<file path="src/rtl/bmc_pkg.sv">
// Shared types and constants for the binary morphological closing block.
// Used by every module in rtl/; depends on nothing.
`timescale 1ns / 1ps
`default_nettype none

package bmc_pkg;

	// Frame limits
	localparam int MAX_WIDTH  = 1024;
	localparam int MAX_HEIGHT = 1024;
	localparam int MIN_SIZE   = 3;

	// Row store: ring of binarized rows, one bit per row slot in each column word
	localparam int ROW_SLOTS = 8;
	localparam int SLOT_W    = $clog2(ROW_SLOTS);
	localparam int COL_W     = $clog2(MAX_WIDTH);
	localparam int ROW_W     = $clog2(MAX_HEIGHT);

	// Size register field width
	localparam int SIZE_W = 11;

	// Pending input count: up to three rows plus two pixels
	localparam int AHEAD_W = $clog2(3 * MAX_WIDTH + 3);

	// Window column: rows y-2 .. y+3, center row at index CTR
	localparam int COL_ROWS = 6;
	localparam int CTR      = 2;

	// Token queue between front and back
	localparam int TQ_DEPTH = 4;
	localparam int TQ_PTR_W = $clog2(TQ_DEPTH);
	localparam int TQ_CNT_W = $clog2(TQ_DEPTH + 1);

	// Pixels and commands
	localparam int PIX_W = 8;
	localparam logic [PIX_W-1:0] PIX_MAX = 8'hFF;
	localparam logic CMD_PIXEL = 1'b0;

	// Configuration port
	localparam int APB_AW    = 4;
	localparam int APB_DW    = 32;
	localparam int REG_IDX_W = 2;
	localparam logic [REG_IDX_W-1:0] REG_OBJECT_IS_BLACK = 2'd0;
	localparam logic [REG_IDX_W-1:0] REG_IMAGE_WIDTH     = 2'd1;
	localparam logic [REG_IDX_W-1:0] REG_IMAGE_HEIGHT    = 2'd2;
	localparam logic [SIZE_W-1:0] WIDTH_RST  = 11'd91;
	localparam logic [SIZE_W-1:0] HEIGHT_RST = 11'd108;

	// Effective configuration (sizes already clamped)
	typedef struct packed {
		logic               black;
		logic [SIZE_W-1:0]  width;
		logic [SIZE_W-1:0]  height;
		logic [AHEAD_W-1:0] thresh;
	} cfg_t;

	typedef logic [COL_ROWS-1:0] tcol_t;

	// One output job: center and right window columns plus row validity
	typedef struct packed {
		tcol_t center;
		tcol_t right;
		tcol_t row_ok;
		logic  first_col;
		logic  frame_end;
	} tok_t;

	typedef struct packed {
		logic                empty;
		logic [TQ_CNT_W-1:0] count;
	} tq_stat_t;

endpackage

`default_nettype wire

</file>
<file path="src/rtl/bmc_back.sv">
// Back end: builds the 3-column window from queued jobs, applies dilation and
// erosion, and holds the result beat for the consumer. Uses bmc_pkg.
`timescale 1ns / 1ps
`default_nettype none

module bmc_back (
	input  wire logic                      clk,
	input  wire logic                      arst_n,
	input  wire logic                      black,
	input  wire bmc_pkg::tok_t             head,
	input  wire logic                      head_valid,
	output logic                           head_pop,
	input  wire logic                      pop,
	output logic                           empty,
	output logic [bmc_pkg::PIX_W-1:0]      pixel_out,
	output logic                           frame_end
);

	// Closing at the center pixel; rows outside the frame drop out of the AND
	function automatic logic close_bit(
		input bmc_pkg::tcol_t l,
		input bmc_pkg::tcol_t c,
		input bmc_pkg::tcol_t r,
		input bmc_pkg::tcol_t ok,
		input logic           blk
	);
		logic e;
		logic up;
		logic dn;
		e = 1'b1;
		if (blk) begin
			// cross dilation, vertical 3-point erosion
			for (int k = bmc_pkg::CTR - 1; k <= bmc_pkg::CTR + 1; k++) begin
				up = ok[k-1] ? c[k-1] : c[k];
				dn = ok[k+1] ? c[k+1] : c[k];
				if (ok[k]) begin
					e = e & (c[k] | up | dn | l[k] | r[k]);
				end
			end
		end else begin
			// pixel-and-below dilation; 3x3 square on rows y-1..y+1,
			// center column only on rows y-2 and y+2
			for (int k = bmc_pkg::CTR - 2; k <= bmc_pkg::CTR + 2; k++) begin
				if (ok[k]) begin
					e = e & (c[k] | (ok[k+1] ? c[k+1] : c[k]));
					if (k >= bmc_pkg::CTR - 1 && k <= bmc_pkg::CTR + 1) begin
						e = e & (l[k] | (ok[k+1] ? l[k+1] : l[k]))
							& (r[k] | (ok[k+1] ? r[k+1] : r[k]));
					end
				end
			end
		end
		return e;
	endfunction

	logic                     out_valid_q;
	bmc_pkg::tcol_t           prev_center_q;
	logic [bmc_pkg::PIX_W-1:0] pix_q;
	logic                     fend_q;

	logic                     take;
	bmc_pkg::tcol_t           left;
	logic                     obj;

	// Take a job whenever the result register is free or being emptied
	always_comb begin
		take     = head_valid && (!out_valid_q || pop);
		head_pop = take;
		left     = head.first_col ? head.center : prev_center_q;
		obj      = close_bit(left, head.center, head.right, head.row_ok, black);
	end

	always_ff @(posedge clk or negedge arst_n) begin
		if (!arst_n) begin
			out_valid_q <= 1'b0;
		end else if (take) begin
			out_valid_q <= 1'b1;
		end else if (pop) begin
			out_valid_q <= 1'b0;
		end
	end

	// Result beat and left-column history
	always_ff @(posedge clk) begin
		if (take) begin
			prev_center_q <= head.center;
			pix_q         <= (obj ^ black) ? bmc_pkg::PIX_MAX : '0;
			fend_q        <= head.frame_end;
		end
	end

	assign empty     = !out_valid_q;
	assign pixel_out = pix_q;
	assign frame_end = fend_q;

endmodule

`default_nettype wire

</file>
<file path="config.mk">
export PLATFORM = sky130hd
export DESIGN_NAME = bmc_back
export DESIGN_NICKNAME = d
export VERILOG_FILES = /design/src/rtl/bmc_pkg.sv /design/src/rtl/bmc_back.sv
export SDC_FILE = /design/constraint.sdc
export NUM_CORES = 1
export LEC_CHECK = 0
export BUFFER_PORTS_ARGS = -buffer_cell sky130_fd_sc_hd__buf_2
export CAP_MARGIN = 20
export CORE_AREA = 3 3 40 42
export DETAILED_ROUTE_END_ITERATION = 8
export DIE_AREA = 0 0 43 45
export HOLD_SLACK_MARGIN = 0.1
export PLACE_DENSITY = 0.79
export SLEW_MARGIN = 25
export SYNTH_ARGS = -nofsm -noshare
export SYNTH_HDL_FRONTEND = slang
export SYNTH_SLANG_ARGS = --single-unit
</file>
<file path="constraint.sdc">
create_clock -name clk -period 1.85 [get_ports clk]
set_clock_uncertainty 0.05 [all_clocks]
set_input_delay 0.185 -clock clk [delete_from_list [all_inputs] [get_ports clk]]
set_output_delay 0.185 -clock clk [all_outputs]
set_load 0.1 [all_outputs]
</file>
**After elaboration in Yosys (flattened, before gate mapping)**

Cells that the tools add are included.

- Register bits after elaboration: 15
- Input bits: 25
- Output and inout bits: 11
- Logic and storage cells: 77

- Multiplexer cells: 33
- Bitwise operators: 36
- Reduce and logical (&&, ||, !) cells: 4

Operators by type and width:

| cell | number |
|---|---|
| $mux 1 | 31 |
| $or 1x1->1 | 23 |
| $and 1x1->1 | 12 |
| $mux 8 | 1 |
| $mux 5 | 1 |
| $reduce_bool 2->1 | 1 |
| $logic_and 1x1->1 | 1 |
| $logic_not 1->1 | 1 |
| $logic_or 1x1->1 | 1 |
| $xor 1x1->1 | 1 |

**Logic depth before layout (Yosys ltp)**

- Depth after elaboration: 24
- Gate-level depth with buffers: 4

**Worst setup path before layout**

OpenSTA, ideal clock, no wires.

- Kind: register to register
- Start: register out_valid_q
- End: register fend_q (netlist: frame_end) (enable)
- Setup time: 396 ps
- Arrival time: 1315 ps
- Slack: 90 ps
- Cell stages (with the launch flop): 3
- Period minus slack after synthesis: 1760 ps
- Path through: dfrtp_1 nand2b_1 and2_1

- Cells in the longest elaborated chain, start to end: 3

Ends and longest elaborated chain:

| element | RTL line | text |
|---|---|---|
| from (decl) | bmc_back.sv:56 | `logic out_valid_q;` |
| from (signal assigned) | bmc_back.sv:75 | `out_valid_q <= 1'b0;` |
| from (signal assigned) | bmc_back.sv:77 | `out_valid_q <= 1'b1;` |
| from (signal assigned) | bmc_back.sv:79 | `out_valid_q <= 1'b0;` |
| $logic_not 1->1 | bmc_back.sv:67 | `take = head_valid && (!out_valid_q \|\| pop);` |
| $logic_or 1x1->1 | bmc_back.sv:67 |  |
| $logic_and 1x1->1 | bmc_back.sv:67 |  |
| named net head_pop | bmc_back.sv:12 | `output logic head_pop,` |
| to (signal assigned) | bmc_back.sv:88 | `fend_q <= head.frame_end;` |
| to (decl) | bmc_back.sv:59 | `logic fend_q;` |

The timed path passes the listed nets, and every way through them passes these cells.
A chain may end at the register's enable or synchronous reset.

**Final worst setup path**

- Start: input port head_valid
- End: output port head_pop

- Cells in the longest elaborated chain, start to end: 1

Ends and longest elaborated chain:

| element | RTL line | text |
|---|---|---|
| from (decl) | bmc_back.sv:11 | `input wire logic head_valid,` |
| $logic_and 1x1->1 | bmc_back.sv:67 |  |
| to (decl) | bmc_back.sv:12 |  |

Every way passes these cells.

==> results.rst <==
.. list-table::
   :header-rows: 1

   * - Metric
     - Value
   * - Switching power as a share of total power
     - 40.6%
   * - Min Tclk post-route
     - 1.60 ns
   * - Final worst path period share
     - 86.7%
   * - Number of violations reported at the end of detailed-routing iteration 0
     - 9
   * - Number of post-CTS setup repair buffers
     - 0
   * - Detail Route Antenna Nets
     - 0
   * - Path category of the worst min-delay check
     - input port to flop
   * - Via count of the first global-routing pass
     - 450
   * - Compound-Gate Fraction of Synth Area
     - 24.5%
   * - Total net switching power
     - 218 uW
   * - #FFs+latches synth
     - 7
   * - Number of unique standard cell types used by synthesis
     - 22
   * - Diode count
     - 0
   * - Worst setup SP type
     - input port
   * - Total core area
     - 0.00128 mm2
   * - Most area-consuming cells after synthesis
     - sky130_fd_sc_hd__edfxtp_1 (38%), sky130_fd_sc_hd__buf_4 (11%), sky130_fd_sc_hd__a21oi_1 (7.4%)
   * - Antenna violations before repair
     - 0
   * - Portion of the post-synthesis area used by sequential elements
     - 43.3%
   * - Final-layout fill cell count
     - 125
   * - Internal
     - 319 uW
   * - Fraction of synthesized cell area taken by the top area cell type
     - 38.0%
   * - Total detailed-routing wirelength
     - 1130 um
   * - Overall die area
     - 0.00194 mm2
   * - Data required time of the critical path
     - 1.62 ns
   * - Clock latency on the worst-skew pair
     - 0.25 ns
   * - Instance count after placement with tap cells included
     - 89
   * - Top-level port count
     - 36
   * - Final setup violation count
     - 0
   * - Category of the most critical setup path
     - input port to output pin
   * - Peak supply drop
     - 0.416 mV
   * - RSZ-0062 raised after global routing
     - no
   * - Outcome
     - completed
   * - Main flop type after synthesis
     - sky130_fd_sc_hd__edfxtp_1
   * - Horiz. Die Dim
     - 43 um
   * - Cells traversed along the worst timing path
     - dlygate4sd3_1 -> buf_2 -> and2_1 -> buf_2
   * - Clock share of power
     - 25.1%
   * - Area Overhead vs Synth
     - 43.3%
   * - Cell taking the most area after synthesis
     - sky130_fd_sc_hd__edfxtp_1
   * - Nets in the synthesized netlist
     - 72
   * - Total gr overflow
     - 0
   * - Most used cells in the layout excluding fill and tap cells
     - sky130_fd_sc_hd__buf_2 (33), sky130_fd_sc_hd__a21oi_1 (7), sky130_fd_sc_hd__edfxtp_1 (6)
   * - Final cell count without fillers
     - 97
   * - Number of placement rows
     - 13
   * - Layout net count
     - 108
   * - Clock-pin slew reported for the worst setup and hold paths after clock tree synthesis
     - 0.05 ns
   * - Largest family of logic cells by synthesized area
     - compound AO/OA/AOI/OAI gates
   * - Headroom to the max-slew limit
     - 67.8%
   * - Vertical die dimension
     - 45 um
   * - Proportion of synthesized area in mux cells
     - 5.28%
   * - Share of final-layout standard cells stronger than drive strength 1
     - 46.3%
   * - Top achievable clock speed
     - 0.623 GHz
   * - Number of levels in the clock H-tree
     - 1
   * - Final number of hold-violating endpoints
     - 0
   * - Xor/xnor cell area share of the yosys netlist
     - 0%
   * - Number of max-cap violations
     - 0
   * - Clock tree root driver cell
     - sky130_fd_sc_hd__clkbuf_4
   * - Number of clock sinks
     - 7
   * - Adder-cell share of the synthesized area
     - 0%
   * - Least-Margin Pin Slew
     - 0.486 ns
   * - Detail-routed via count per cell
     - 4.97
   * - First-pass iteration count of the detailed router
     - 4
   * - Share of synthesized cell area in and, or, nand and nor gates
     - 14.2%
   * - Quantity of I/O buffers inserted on ports
     - 33
   * - Maximum number of pins on one net before global-route repair
     - 9
   * - Starting density of the core
     - 36.9%
   * - Number of buffers on the longest clock path
     - 2
   * - Post-synth EDFFs
     - 6
   * - Post-Syn Area
     - 474 um2
   * - Final Wtd Congestion
     - 0.784
   * - Cell with the biggest individual delay on the critical path
     - sky130_fd_sc_hd__dlygate4sd3_1
   * - Pre-CTS worst setup slack
     - 0.450 ns
   * - Post-Synthesis Cells
     - 47
   * - Fraction of registers with async set/reset
     - 14.3%
   * - Residual DRC count
     - 0
   * - Detailed-route wire length per cell
     - 11.7 um
   * - Library cell appearing most often on the critical path
     - sky130_fd_sc_hd__buf_2
   * - Relative contribution of combinational cells to total power
     - 39.8%
   * - Total clock buffers created by CTS
     - 3
   * - Global-route wire length before repair
     - 1800 um
   * - Total negative slack for setup checks
     - 0 ns
   * - Delay contributed by the slowest stage of the critical path
     - 0.52 ns
   * - Endpoint kind of the worst setup timing path
     - output pin
   * - Final WS setup
     - 0.246 ns
   * - Resized Gates After CTS
     - 0
   * - Synthesis warning total
     - 0
   * - Pwr dens
     - 790 mW/mm2
   * - Count of vias placed by the detailed router
     - 482
   * - Proportion of power drawn by flip-flops and latches
     - 35.2%
   * - Data arrival time of the critical path
     - 1.37 ns
   * - Leakage
     - 0.000316 uW
   * - Synthesized area per cell
     - 10.1 um2
   * - Leading cell type in the layout, fill and taps excluded
     - sky130_fd_sc_hd__buf_2
   * - Top fanout value on the critical path
     - 2
   * - CTS tree
     - done
   * - GRT Util Overall
     - 12.9%
   * - Max-slew violation total from the final report
     - 0
critical path, delay by kind of cell:
family | cells | cell delay (ns)
AND/OR/NAND/NOR | 1 | 0.14
buffers and inverters | 3 | 1.05
synthesized netlist by cell type, drive strengths merged (2+ instances only):
| master | number |
|---|---|
| a211oi | 2 |
| a21oi | 7 |
| buf | 7 |
| edfxtp | 6 |
| inv | 2 |
| nand2 | 4 |
| nand2b | 2 |
| nor2b | 3 |
sequential cells by signal, summed over array words and instances (netlist names):
name,flops
pixel_out,1
frame_end,1
prev_center_q,4
out_valid_q,1
metrics by stage:
stage                     utilization, %  total power (uW)  hold slack [ns]  area, um2
after floorplan                        -               358           -0.161        474
after global placement              47.7               396          -0.0889        613
after detailed placement            47.7               398          -0.0893        613
after CTS                           52.9               543            0.105        679
after global routing                52.9               565            0.102        679
final                               52.9               537            0.114        679
cells by family after synthesis:
| family | after synthesis |
|---|---|
| AND/OR/NAND/NOR | 12 |
| multiplexers | 2 |
| AO/OA/AOI/OAI | 17 |
| flip-flops | 7 |
| buffers and inverters | 9 |
power by group through the flow:
stage / Sequential (uW) / Clock, uW / Combinational [uW]
CTS: 189 / 140 / 214
detailed placement: 192 / 0 / 207
floorplan: 211 / 0 / 147
global placement: 191 / 0 / 205
global route: 191 / 151 / 224
finish: 189 / 135 / 213
routing by layer:
layer  global-route usage, %  vias up  part of all wire, %
met5                       0        -                    0
met1                    13.4      208                   39
met2                    21.9       28                   49
li1                        -      244                    -
met3                    6.77        2                   11
met4                    5.42        0                  1.2
final timing paths:
kind,to,start,slack (ns),cells after the start
min,prev_center_q[4]$_DFFE_PP_,head[18],0.11,1
max reg2reg,pixel_out[6]$_DFFE_PP_,prev_center_q[2]$_DFFE_PP_,0.45,4
max in group asynchronous,out_valid_q$_DFFE_PN0P_,arst_n,1.47,2
min reg2reg,out_valid_q$_DFFE_PN0P_,out_valid_q$_DFFE_PN0P_,0.50,2
max,head_pop,head_valid,0.25,4
min in group asynchronous,out_valid_q$_DFFE_PN0P_,arst_n,0.19,2
timing repair:
action	CTS	global route
endpoints found under the hold margin	4	0
hold buffers	4	0
setup endpoints to repair	0	0
layout make-up:
class,count,area [um2],share of cell area (%)
Inverter,2,7.51,1.10
Clock buffer,4,26.3,3.87
Multi-Input combinational cell,31,209,30.8
Tap cell,15,18.8,2.76
Sequential cell,7,205,30.2
Timing Repair Buffer,38,213,31.3
Note: power is estimated with default switching activity, not from simulation.
