### src/rtl/bmc_pkg.sv
// Shared types and constants for the binary morphological closing block.
// Used by every module in rtl/; depends on nothing.
`timescale 1ns / 1ps
`default_nettype none

package bmc_pkg;

	// Frame limits
	localparam int MAX_WIDTH  = 1024;
	localparam int MAX_HEIGHT = 1024;
	localparam int MIN_SIZE   = 3;

	// Row store: ring of binarized rows, one bit per row slot in each column word
	localparam int ROW_SLOTS = 8;
	localparam int SLOT_W    = $clog2(ROW_SLOTS);
	localparam int COL_W     = $clog2(MAX_WIDTH);
	localparam int ROW_W     = $clog2(MAX_HEIGHT);

	// Size register field width
	localparam int SIZE_W = 11;

	// Pending input count: up to three rows plus two pixels
	localparam int AHEAD_W = $clog2(3 * MAX_WIDTH + 3);

	// Window column: rows y-2 .. y+3, center row at index CTR
	localparam int COL_ROWS = 6;
	localparam int CTR      = 2;

	// Token queue between front and back
	localparam int TQ_DEPTH = 4;
	localparam int TQ_PTR_W = $clog2(TQ_DEPTH);
	localparam int TQ_CNT_W = $clog2(TQ_DEPTH + 1);

	// Pixels and commands
	localparam int PIX_W = 8;
	localparam logic [PIX_W-1:0] PIX_MAX = 8'hFF;
	localparam logic CMD_PIXEL = 1'b0;

	// Configuration port
	localparam int APB_AW    = 4;
	localparam int APB_DW    = 32;
	localparam int REG_IDX_W = 2;
	localparam logic [REG_IDX_W-1:0] REG_OBJECT_IS_BLACK = 2'd0;
	localparam logic [REG_IDX_W-1:0] REG_IMAGE_WIDTH     = 2'd1;
	localparam logic [REG_IDX_W-1:0] REG_IMAGE_HEIGHT    = 2'd2;
	localparam logic [SIZE_W-1:0] WIDTH_RST  = 11'd91;
	localparam logic [SIZE_W-1:0] HEIGHT_RST = 11'd108;

	// Effective configuration (sizes already clamped)
	typedef struct packed {
		logic               black;
		logic [SIZE_W-1:0]  width;
		logic [SIZE_W-1:0]  height;
		logic [AHEAD_W-1:0] thresh;
	} cfg_t;

	typedef logic [COL_ROWS-1:0] tcol_t;

	// One output job: center and right window columns plus row validity
	typedef struct packed {
		tcol_t center;
		tcol_t right;
		tcol_t row_ok;
		logic  first_col;
		logic  frame_end;
	} tok_t;

	typedef struct packed {
		logic                empty;
		logic [TQ_CNT_W-1:0] count;
	} tq_stat_t;

endpackage

`default_nettype wire

### src/rtl/bmc_fifo.sv
// Short queue of output jobs between the front end and the back end.
// Uses bmc_pkg for the job type and depth.
`timescale 1ns / 1ps
`default_nettype none

module bmc_fifo (
	input  wire logic              clk,
	input  wire logic              arst_n,
	input  wire logic              push,
	input  wire bmc_pkg::tok_t     din,
	input  wire logic              pop,
	output bmc_pkg::tok_t          dout,
	output bmc_pkg::tq_stat_t      stat
);

	bmc_pkg::tok_t                mem_q [bmc_pkg::TQ_DEPTH];
	logic [bmc_pkg::TQ_PTR_W-1:0] wr_ptr_q;
	logic [bmc_pkg::TQ_PTR_W-1:0] rd_ptr_q;
	logic [bmc_pkg::TQ_CNT_W-1:0] count_q;

	// Pointers and fill count
	always_ff @(posedge clk or negedge arst_n) begin
		if (!arst_n) begin
			wr_ptr_q <= '0;
			rd_ptr_q <= '0;
			count_q  <= '0;
		end else begin
			if (push) begin
				wr_ptr_q <= (wr_ptr_q == bmc_pkg::TQ_PTR_W'(bmc_pkg::TQ_DEPTH - 1)) ?
					'0 : wr_ptr_q + bmc_pkg::TQ_PTR_W'(1);
			end
			if (pop) begin
				rd_ptr_q <= (rd_ptr_q == bmc_pkg::TQ_PTR_W'(bmc_pkg::TQ_DEPTH - 1)) ?
					'0 : rd_ptr_q + bmc_pkg::TQ_PTR_W'(1);
			end
			unique case ({push, pop})
				2'b10: count_q <= count_q + bmc_pkg::TQ_CNT_W'(1);
				2'b01: count_q <= count_q - bmc_pkg::TQ_CNT_W'(1);
				default: count_q <= count_q;
			endcase
		end
	end

	// Storage
	always_ff @(posedge clk) begin
		if (push) begin
			mem_q[wr_ptr_q] <= din;
		end
	end

	assign dout       = mem_q[rd_ptr_q];
	assign stat.empty = count_q == '0;
	assign stat.count = count_q;

endmodule

`default_nettype wire

### config.mk
export PLATFORM = sky130hd
export DESIGN_NAME = bmc_fifo
export DESIGN_NICKNAME = d
export VERILOG_FILES = /design/src/rtl/bmc_pkg.sv /design/src/rtl/bmc_fifo.sv
export SDC_FILE = /design/constraint.sdc
export NUM_CORES = 1
export LEC_CHECK = 0
export BUFFER_PORTS_ARGS = -buffer_cell sky130_fd_sc_hd__buf_2
export CORE_ASPECT_RATIO = 1.5
export CORE_UTILIZATION = 35
export DETAILED_ROUTE_END_ITERATION = 8
export HOLD_SLACK_MARGIN = 0.12
export MAX_ROUTING_LAYER = met4
export PLACE_DENSITY_LB_ADDON = 0.3
export SLEW_MARGIN = 5
export SYNTH_ARGS = -nofsm -noshare
export SYNTH_HDL_FRONTEND = slang
export SYNTH_SLANG_ARGS = --single-unit
### constraint.sdc
create_clock -name clk -period 3.2 [get_ports clk]
set_input_delay 0.64 -clock clk [delete_from_list [all_inputs] [get_ports clk]]
set_output_delay 0.64 -clock clk [all_outputs]
set_load 0.01 [all_outputs]
-- Word level (Yosys, flattened, before mapping)
Memory sizes are Yosys's and may differ from the RTL's.
Cells that the tools add are included.
- input bits: 24
- RAM bits: 80
- memories: 1
- output and inout bits: 24
- register bits: 7
- logic and storage cells: 19
- add/sub/neg operators: 4
- mux-type cells: 5
- equality and inequality tests: 4
- reductions and logical operators: 2
- memories (memory ; depth ; bits a word ; rd ports ; clocked after Yosys merged registers in ; wr ports ; line ; source):
    mem_q ; 4 ; 20 ; 1 ; 0 ; 1 ; bmc_fifo.sv:16 ; bmc_pkg::tok_t mem_q [bmc_pkg::TQ_DEPTH];
- operators by type and width (kind ; number):
    2-bit == test, second input constant ; 3
    3-bit one-hot mux with 2 select lines ; 1
    2-bit by 1-bit adder with 2-bit output, second input constant ; 2
    2-bit 2-to-1 mux ; 2
    3-bit by 1-bit adder with 3-bit output, second input constant ; 1
    3-bit zero test ; 1
    3-bit by 1-bit subtractor with 3-bit output, second input constant ; 1
    2-bit by 1-bit == test with 1-bit output, second input constant ; 1
    1-bit 2-to-1 mux ; 2
    2-bit nonzero test ; 1

-- Longest topological paths before layout
Gate-level depths: netlist (run 1).
- depth after elaboration: 2
- gate-level depth with buffers: 7
- mapped depth without buffers: 7

-- Worst setup path after synthesis (run 1)
OpenSTA, ideal clock, no wires.
- path kind: register to output
- start point: register rd_ptr_q[0] (netlist name)
- end point: output dout[10] (netlist name)
- data required time: 2.560 ns
- stages on the path, launching flop included: 3
- buffers on the path: 1
- data arrival time: 1.158 ns
- path slack: 1.402 ns
- cells stage by stage: dfrtp_1 -> buf_6 -> mux4_2
- RTL lines (item ; line ; source):
    from (decl) ; bmc_fifo.sv:18 ; logic [bmc_pkg::TQ_PTR_W-1:0] rd_ptr_q;
    from (signal assigned) ; bmc_fifo.sv:33 ; rd_ptr_q <= (rd_ptr_q == bmc_pkg::TQ_PTR_W'(bmc_pkg::TQ_DEPTH - 1)) ?
    to (decl) ; bmc_fifo.sv:12 ; output bmc_pkg::tok_t dout,

==> metrics.cfg, run 1 <==
[outcome]
outcome=finished, final reports clean

[global_route]
grt_pass1_wl_mm=8.11
track_usage=0.125
antenna_found_initial=1
grt_overflow=0
grt_max_degree=17
grt_pass1_vias=1557

[pwr]
vdd_drop_max_uv=380
p_leak_nw=1.46
p_int_w=0.00264
switching_power_w=0.000991
power_density_nw_per_um2=903
sw_frac_of_total=0.273
pwr-share-clk=0.301
power_frac_comb=0.270
power_frac_seq=0.429

[worst_setup_path]
rr_startpoint=wr_ptr_q[0]
crit_required_ns=2.56
setup.worst_path.start_class=register
cp-end-kind=primary output
worstSetupPathType=register to primary output
rrSetupSlack_ns=1.47
worstReg2RegEnd=mem_q[2][2]
worst-path-max-fanout=13
reg2regPathDepth=4
arrival_ns=1.72

[sta]
fmax_mhz=424
hold_viol=0
tns_ns=0
fin_ws_ns=0.839
setup_violations=0
fin_crit_sh=0.738
rsz0062_at_grt=false
drv_slew=0
period_needed_ns=2.36
clock_skew_ns=0.00674
worst_slew_pin_slew_ns=0.501
slew_headroom=0.666

[synthesis]
yosys.cell_types.count=19
syn_area_per_cell_sq_um=23.4
syn_inst=141
ys_warn_count=0
seq_area_frac_synth=0.781
synth_seq_cells=87
synth_nets=172
syn-cell-area_sq_um=3300

[clock_network]
clk_pin_slew_ns=0.06
cts_sinks=87
ctsResizeCount=0
clock_latency_ns=0.33
h-tree-depth=3
clockRootBuffer=clkbuf_16
cts_setup_buffers=0
cts_buffer_depth=2
cts_buffers=9
hold_buffers=0
cts_tree=yes

[placement]
place_congestion=0.693
hpwlAfterDp_mm=3.64
port-buffer-count=47
dpl_worst_slack_ns=1.14

[run]
maxCapViolations=0

[drt]
drt_pass1_iterations=4
drc=0
vias=1512
ant_nets=0
drt_iter0_markers=82
wl_mm=5.38
via_per_inst=4.73
wl_per_cell_microns=16.8

[die]
start_util=0.359
dieArea_sq_um=9830
io_pins=48
fp.dieH_microns=121
die_w_microns=81.3
rows=43
coreArea_sq_um=9200

[cells_and_area]
final-seq-area_sq_um=2580
mostFrequentLayoutCell=edfxtp_1
drive_gt1_frac=0.425
area_growth_pct=21.7
nets=233
final_cell_mix=edfxtp_1, buf_2, mux4_2, clkbuf_16
multi_input_area_sq_um=669
fillers=808

[hold_path]
hp-class=input pin to async pin

[through the flow]
stage / util / hold WS [ns] / total power [W] / instance area (sq um) / instances
after floorplan: - / 0.344 / 0.00223 / 3300 / 141
after global placement: 0.402 / 0.487 / 0.00258 / 3700 / 303
after detailed placement: 0.402 / 0.487 / 0.00259 / 3700 / 303
after CTS: 0.437 / 0.126 / 0.00369 / 4020 / 319
after global routing: 0.437 / 0.130 / 0.00381 / 4020 / 320
final: 0.437 / 0.137 / 0.00363 / 4020 / 320
[cells in the mapped netlist, drive strengths merged]
library cell | count | area (sq um)
xor2 | 2 | 17.5
dfrtp | 7 | 175
edfxtp | 80 | 2400
inv | 6 | 22.5
nor2 | 2 | 7.51
nor3 | 1 | 5.00
buf | 4 | 32.5
o21ai | 2 | 10.0
nand2 | 1 | 3.75
and2 | 4 | 25.0
mux2 | 2 | 22.5
or3 | 1 | 6.26
mux2i | 1 | 10.0
mux4 | 20 | 458
fa | 1 | 20.0
ha | 6 | 75.1
xnor2 | 1 | 8.76
[registers in the layout, indices dropped and copies added, names as in the netlist]
name	flops
count_q	3
rd_ptr_q	2
wr_ptr_q	2
mem_q	80
[kinds of logic after synthesis]
family                   share of synthesized area
AND/OR/NAND/NOR                             0.0144
flip-flops                                   0.781
AO/OA/AOI/OAI                              0.00303
buffers and inverters                       0.0167
adder cells (fa/ha/maj)                     0.0288
XOR/XNOR                                   0.00796
multiplexers                                 0.149
[routing by layer]
layer  vias up  track usage  part of all wire
met5         -            -                 0
met4         0       0.0670             0.021
met3         9       0.0429             0.050
met2        38        0.195              0.51
met1       762        0.138              0.41
li1        703            -                 -
[worst max-delay path by stage]
stage,from,slack (ns),endpoint,depth (start not counted)
after floorplan,rd_ptr_q[0],1.40,dout[10],2
after global placement,rd_ptr_q[1],1.14,dout[0],3
after detailed placement,rd_ptr_q[1],1.14,dout[0],3
after CTS,rd_ptr_q[1],0.77,dout[0],3
after global routing,rd_ptr_q[0],0.74,dout[0],3
final,rd_ptr_q[0],0.84,dout[0],3
[power groups by stage]
stage	logic, W	registers (W)	clock network (W)
floorplan	0.000670	0.00156	0
detailed placement	0.00101	0.00158	0
global route	0.00108	0.00158	0.00116
global placement	0.00100	0.00158	0
finish	0.000981	0.00156	0.00109
CTS	0.00102	0.00156	0.00111
[critical path, stage by stage (launching register included)]
cell and delay, ns:
dfrtp_1 0.34, buf_4 0.27, mux4_1 0.61, buf_2 0.16
[cell type report]
type / instances / area share
Timing Repair Buffer: 54 / 0.0716
Multi-Input combinational cell: 44 / 0.167
Sequential cell: 87 / 0.641
Clock inverter: 7 / 0.0233
Clock buffer: 9 / 0.0560
Tap cell: 112 / 0.0349
Inverter: 6 / 0.00560
Antenna cell: 1 / 0.000623
Note: power is estimated with default switching activity, not from simulation.
==> run 2: changes to the inputs <==
clock period = 2.4 ns   (was 3.2 ns; I/O delays follow)
==> metrics.cfg, run 2 (synthesis gave the netlist of run 1 again) <==
[placement]
port-buffer-count=47  ; unchanged
placed_area_sq_um=3740  ; +1.1%
place_congestion=0.777  ; +12%
dp_cells=305  ; +0.66%
hpwlAfterDp_mm=3.68  ; +1.2%

[die]
fp.dieH_microns=121  ; unchanged
rows=43  ; unchanged
coreArea_sq_um=9200  ; unchanged
io_pins=48  ; unchanged
start_util=0.359  ; unchanged
die_w_microns=81.3  ; unchanged
dieArea_sq_um=9830  ; unchanged

[sta]
rsz0062_at_grt=false
drv_slew=0  ; unchanged
fin_hold_ws_ns=0.363  ; +0.226 ns
fmax_mhz=459
fin_crit_sh=0.908
hold_viol=0  ; unchanged
period_needed_ns=2.18
setup_violations=0  ; unchanged
slew_headroom=0.738  ; +0.0717
clock_skew_ns=0.00475  ; -0.00198 ns
worst_slew_pin_slew_ns=0.394  ; -0.108 ns
tns_ns=0  ; unchanged

[global_route]
antenna_found_initial=0  ; -1
met3_usage=0.0398  ; -0.00301
grt_pass1_wl_mm=8.58  ; +5.8%
grt_overflow=0  ; unchanged
met2_usage=0.202  ; +0.00729
track_usage=0.131  ; +0.00657
grt_max_degree=20  ; +3
grt_pass1_vias=1617  ; +3.9%
use_met1=0.156  ; +0.0186
top_usage_layer=met2

[cells_and_area]
final_cell_mix=edfxtp_1, buf_2, mux4_2, clkbuf_16
layout.cells.non_filler=321  ; +0.31%
diodes=0  ; -1
area_growth_pct=23.4
reg_top3=mem_q (80), count_q (3)
top_register=mem_q
mostFrequentLayoutCell=edfxtp_1
postLayoutCellArea_sq_um=4070  ; +1.4%
nets=236  ; +1.3%
drive_gt1_frac=0.421  ; -0.00407
fillers=789  ; -2.4%
largest_reg_flops=80  ; unchanged

[run]
maxCapViolations=0  ; unchanged

[pwr]
power_frac_comb=0.281  ; +0.011
power_frac_seq=0.414  ; -0.015
p_int_w=0.00366  ; +39%
p_leak_nw=1.48  ; +1.6%
vdd_drop_max_uv=565  ; +49%
switching_power_w=0.00131  ; +32%
power_density_nw_per_um2=1220  ; +35%
sw_frac_of_total=0.264  ; -0.00912
pwr-share-clk=0.304  ; +0.003

[drt]
via_per_inst=4.72  ; -0.11%
vias=1515  ; +0.20%
drt_iter0_markers=105  ; +28%
drc=0  ; unchanged
ant_nets=0  ; unchanged
wl_per_cell_microns=17.3  ; +3.2%
drt_pass1_iterations=4  ; unchanged
wl_mm=5.57  ; +3.6%

[worst_setup_path]
setup.worst_path.start_class=register
worst-path-buf-inv=2  ; unchanged
rrSetupSlack_ns=0.83  ; -0.64 ns
max_stage_delay_ns=0.60  ; about the same
crit_cells=3  ; unchanged
crit_required_ns=1.92  ; -0.64 ns
crit_family=multiplexers
path_cells=buf_4 -> mux4_1 -> buf_2
worstSetupPathType=register to primary output
worst-path-max-fanout=13  ; unchanged
cp-end-kind=primary output
arrival_ns=1.70  ; -0.02 ns
reg2regPathDepth=4  ; unchanged
cp_slowest_cell=mux4_1

[clock_network]
h-tree-depth=3  ; unchanged
cts_buffer_depth=2  ; unchanged
cts_sinks=87  ; unchanged
cts_setup_buffers=0  ; unchanged
clockRootBuffer=clkbuf_16
clock_latency_ns=0.33  ; about the same
clk_pin_slew_ns=0.06  ; about the same
cts_tree=yes
cts_buffers=9  ; unchanged

[outcome]
outcome=finished, final reports clean

[hold_path]
hp-class=input pin to register
hold_depth=1

==> run 2: layout make-up <==
cell class,count,area (sq um),area share
multi-input cells,44,669,0.164
clock buffers,10,229,0.0562
repair buffers,57,338,0.0829
well taps,112,140,0.0344
inverters,6,22.5,0.00553
clock inverters,5,97.6,0.0240
flip-flops and latches,87,2580,0.633
==> run 2: power groups by stage <==
stage	registers [W]	clock network (W)	logic (W)
floorplan	0.00208	0	0.000893
global placement	0.00208	0	0.00143
detailed placement	0.00209	0	0.00144
CTS	0.00206	0.00155	0.00145
global route	0.00209	0.00160	0.00154
finish	0.00206	0.00151	0.00140
==> run 2: worst reg2reg max path, cell delays in order, from the launching register on <==
cell and delay, ns:
dfrtp_1 0.40, inv_1 0.11, ha_1 0.14, and2_1 0.27
buf_4 0.32
==> run 2: path summary, 6_finish.rpt <==
path                             startpoint            to
worst max register to register  wr_ptr_q[1]  mem_q[1][13]
worst max-delay path            rd_ptr_q[0]      dout[19]
min in group asynchronous            arst_n    count_q[2]
worst min register to register   count_q[2]    count_q[2]
worst min-delay path                din[17]  mem_q[3][17]
max in group asynchronous            arst_n   wr_ptr_q[1]
==> run 2: metrics by stage <==
| step | total power, W | worst slack, ns | utilization |
|---|---|---|---|
| 3_3_place_gp | 0.00351 | 0.547 | 0.406 |
| 2_1_floorplan | 0.00298 | 0.762 | - |
| 3_5_place_dp | 0.00353 | 0.534 | 0.406 |
| 4_1_cts | 0.00506 | 0.169 | 0.443 |
| 6_report | 0.00497 | 0.220 | 0.443 |
| 5_1_grt | 0.00522 | 0.124 | 0.443 |
==> run 2: routing by layer <==
layer | part of all wire | vias up
li1 | - | 704
met1 | 0.41 | 768
met2 | 0.52 | 35
met3 | 0.050 | 8
met4 | 0.019 | 0
met5 | 0 | -
==> run 2: repair_timing <==
| item | in CTS | in global routing |
|---|---|---|
| gates resized for setup | 0 | 0 |
| hold buffers | 1 | 0 |
| hold endpoints to repair | 7 | 0 |
==> run 3: changes to the inputs <==
CORE_UTILIZATION = 50   (was 35)
==> metrics.cfg, run 3 (synthesis gave the netlist of run 1 again) <==
[outcome]
outcome=finished, final reports clean

[cells_and_area]
final_cell_mix=edfxtp_1, buf_2, mux4_2, buf_4, clkbuf_8
final-seq-area_sq_um=2580  ; about the same
nets=237  ; +0.42%
drive_gt1_frac=0.436  ; +0.0150
fillers=437  ; -45%
area_growth_pct=18.0
postLayoutCellArea_sq_um=3890  ; -4.4%
mostFrequentLayoutCell=edfxtp_1
fin_util=0.622  ; +0.179
top_register=mem_q
largest_reg_flops=80  ; unchanged
diodes=0  ; unchanged
reg_top3=mem_q (80), count_q (3)
multi_input_area_sq_um=669  ; unchanged

[worst_setup_path]
setup.worst_path.start_class=register
worstSetupPathType=register to primary output
max_stage_delay_ns=0.54  ; -0.06 ns
crit_family=multiplexers
worst-path-buf-inv=2  ; unchanged
cp-end-kind=primary output
worstReg2RegEnd=mem_q[0][12]
cp_slowest_cell=mux4_2
reg2regPathDepth=4  ; unchanged
worst-path-max-fanout=9  ; -4
arrival_ns=1.75  ; +0.05 ns
rrSetupSlack_ns=0.79  ; -0.04 ns
path_cells=buf_4 -> mux4_2 -> buf_2
rr_startpoint=wr_ptr_q[0]
crit_required_ns=1.92  ; about the same

[sta]
rsz0062_at_grt=false
fin_crit_sh=0.931  ; +0.0226
tns_ns=0  ; unchanged
hold_viol=0  ; unchanged
fin_hold_ws_ns=0.344  ; -0.0186 ns
worst_slew_pin_slew_ns=0.313  ; -0.0803 ns
period_needed_ns=2.23  ; +0.0543 ns
clock_skew_ns=0.00453  ; -0.000225 ns
setup_violations=0  ; unchanged
slew_headroom=0.791  ; +0.0535
drv_slew=0  ; unchanged
fmax_mhz=448  ; -2.4%

[die]
start_util=0.527  ; +0.168
rows=35  ; -19%
dieArea_sq_um=6940  ; -29%
io_pins=48  ; unchanged
coreArea_sq_um=6260  ; -32%
die_w_microns=68.4  ; -16%
fp.dieH_microns=102  ; -16%

[pwr]
sw_frac_of_total=0.285  ; +0.0213
power_density_nw_per_um2=1150  ; -5.4%
switching_power_w=0.00128  ; -2.2%
vdd_drop_max_uv=730  ; +29%
power_frac_seq=0.461  ; +0.047
pwr-share-clk=0.237  ; -0.067
power_frac_comb=0.302  ; +0.021
p_leak_nw=1.42  ; -4.1%
p_int_w=0.00321  ; -12%

[drt]
via_per_inst=5.51  ; +17%
wl_mm=5.40  ; -3.1%
ant_nets=0  ; unchanged
wl_per_cell_microns=18.9  ; +9.2%
drt_pass1_iterations=5  ; +1
drt_iter0_markers=85  ; -19%
drc=0  ; unchanged
vias=1571  ; +3.7%

[clock_network]
cts_sinks=87  ; unchanged
cts_buffer_depth=2  ; unchanged
cts_tree=yes
cts_setup_buffers=0  ; unchanged
clk_pin_slew_ns=0.08  ; +0.02 ns
h-tree-depth=3  ; unchanged
clock_latency_ns=0.35  ; +0.02 ns
cts_buffers=9  ; unchanged
clockRootBuffer=clkbuf_8

[placement]
place_congestion=0.654  ; -16%
port-buffer-count=47  ; unchanged
placed_area_sq_um=3670  ; -1.7%
hpwlAfterDp_mm=3.80  ; +3.3%

[hold_path]
hp-class=input pin to register
hold_depth=1  ; unchanged
whs_endpoint=mem_q[3][18]
worstHoldStart=din[18]

[global_route]
grt_pass1_wl_mm=8.16  ; -5.0%
track_usage=0.183  ; +0.0517
grt_pass1_vias=1695  ; +4.8%
grt_max_degree=17  ; -15%
antenna_found_initial=0  ; unchanged
grt_overflow=0  ; unchanged

[run]
maxCapViolations=0  ; unchanged

[run 3: cell count changes in the layout (fill, tap and decap cells not counted), sizes merged]
cell / change
bufinv: -1
clkinv: +1
clkinvlp: +2
buf: +1
clkbuf: -1
[run 3: per-stage QoR]
stage | setup slack [ns] | instances | power [W]
floorplan | 0.762 | 141 | 0.00298
global placement | 0.433 | 268 | 0.00341
detailed placement | 0.415 | 268 | 0.00349
CTS | 0.0224 | 285 | 0.00454
global route | 0.0845 | 285 | 0.00472
finish | 0.166 | 285 | 0.00449
[run 3: how the worst max path moves through the flow]
stage / from / endpoint / slack (ns) / cells after the start
final: rd_ptr_q[0] / dout[15] / 0.17 / 3
after global routing: rd_ptr_q[0] / dout[15] / 0.08 / 3
after CTS: rd_ptr_q[0] / dout[15] / 0.02 / 3
after detailed placement: rd_ptr_q[0] / dout[15] / 0.42 / 3
after global placement: rd_ptr_q[0] / dout[15] / 0.43 / 3
after floorplan: rd_ptr_q[0] / dout[10] / 0.76 / 2
[run 3: power by group through the flow]
stage	logic [W]	clock network (W)	registers [W]
finish	0.00136	0.00106	0.00207
floorplan	0.000893	0	0.00208
CTS	0.00138	0.00108	0.00208
global route	0.00148	0.00113	0.00210
global placement	0.00133	0	0.00209
detailed placement	0.00138	0	0.00211
[run 3: what timing repair did]
item                       in CTS  in global routing
hold endpoints to repair        7                  0
hold buffers                    1                  0
resized for setup               0                  1
setup endpoints to repair       0                 14
[run 3: layout make-up]
cell class,count,area share
Multi-Input combinational cell,44,0.172
Clock inverter,7,0.0225
Sequential cell,87,0.662
Tap cell,74,0.0238
Inverter,6,0.00578
Clock buffer,9,0.0318
Timing Repair Buffer,58,0.0822
[run 3: worst register-to-register path, delay by kind of cell (launching register included)]
family | cells | cell delay (ns)
adder cells (fa/ha/maj) | 1 | 0.14
buffers and inverters | 2 | 0.43
flip-flops | 1 | 0.41
AND/OR/NAND/NOR | 1 | 0.30
[run 3: metal layers]
| metal | GRT usage | vias up | routed length, microns |
|---|---|---|---|
| met5 | - | - | 0 |
| met4 | 0.0946 | 0 | 141 |
| met3 | 0.0608 | 13 | 237 |
| met2 | 0.310 | 47 | 3030 |
| li1 | - | 701 | - |
| met1 | 0.179 | 810 | 1990 |
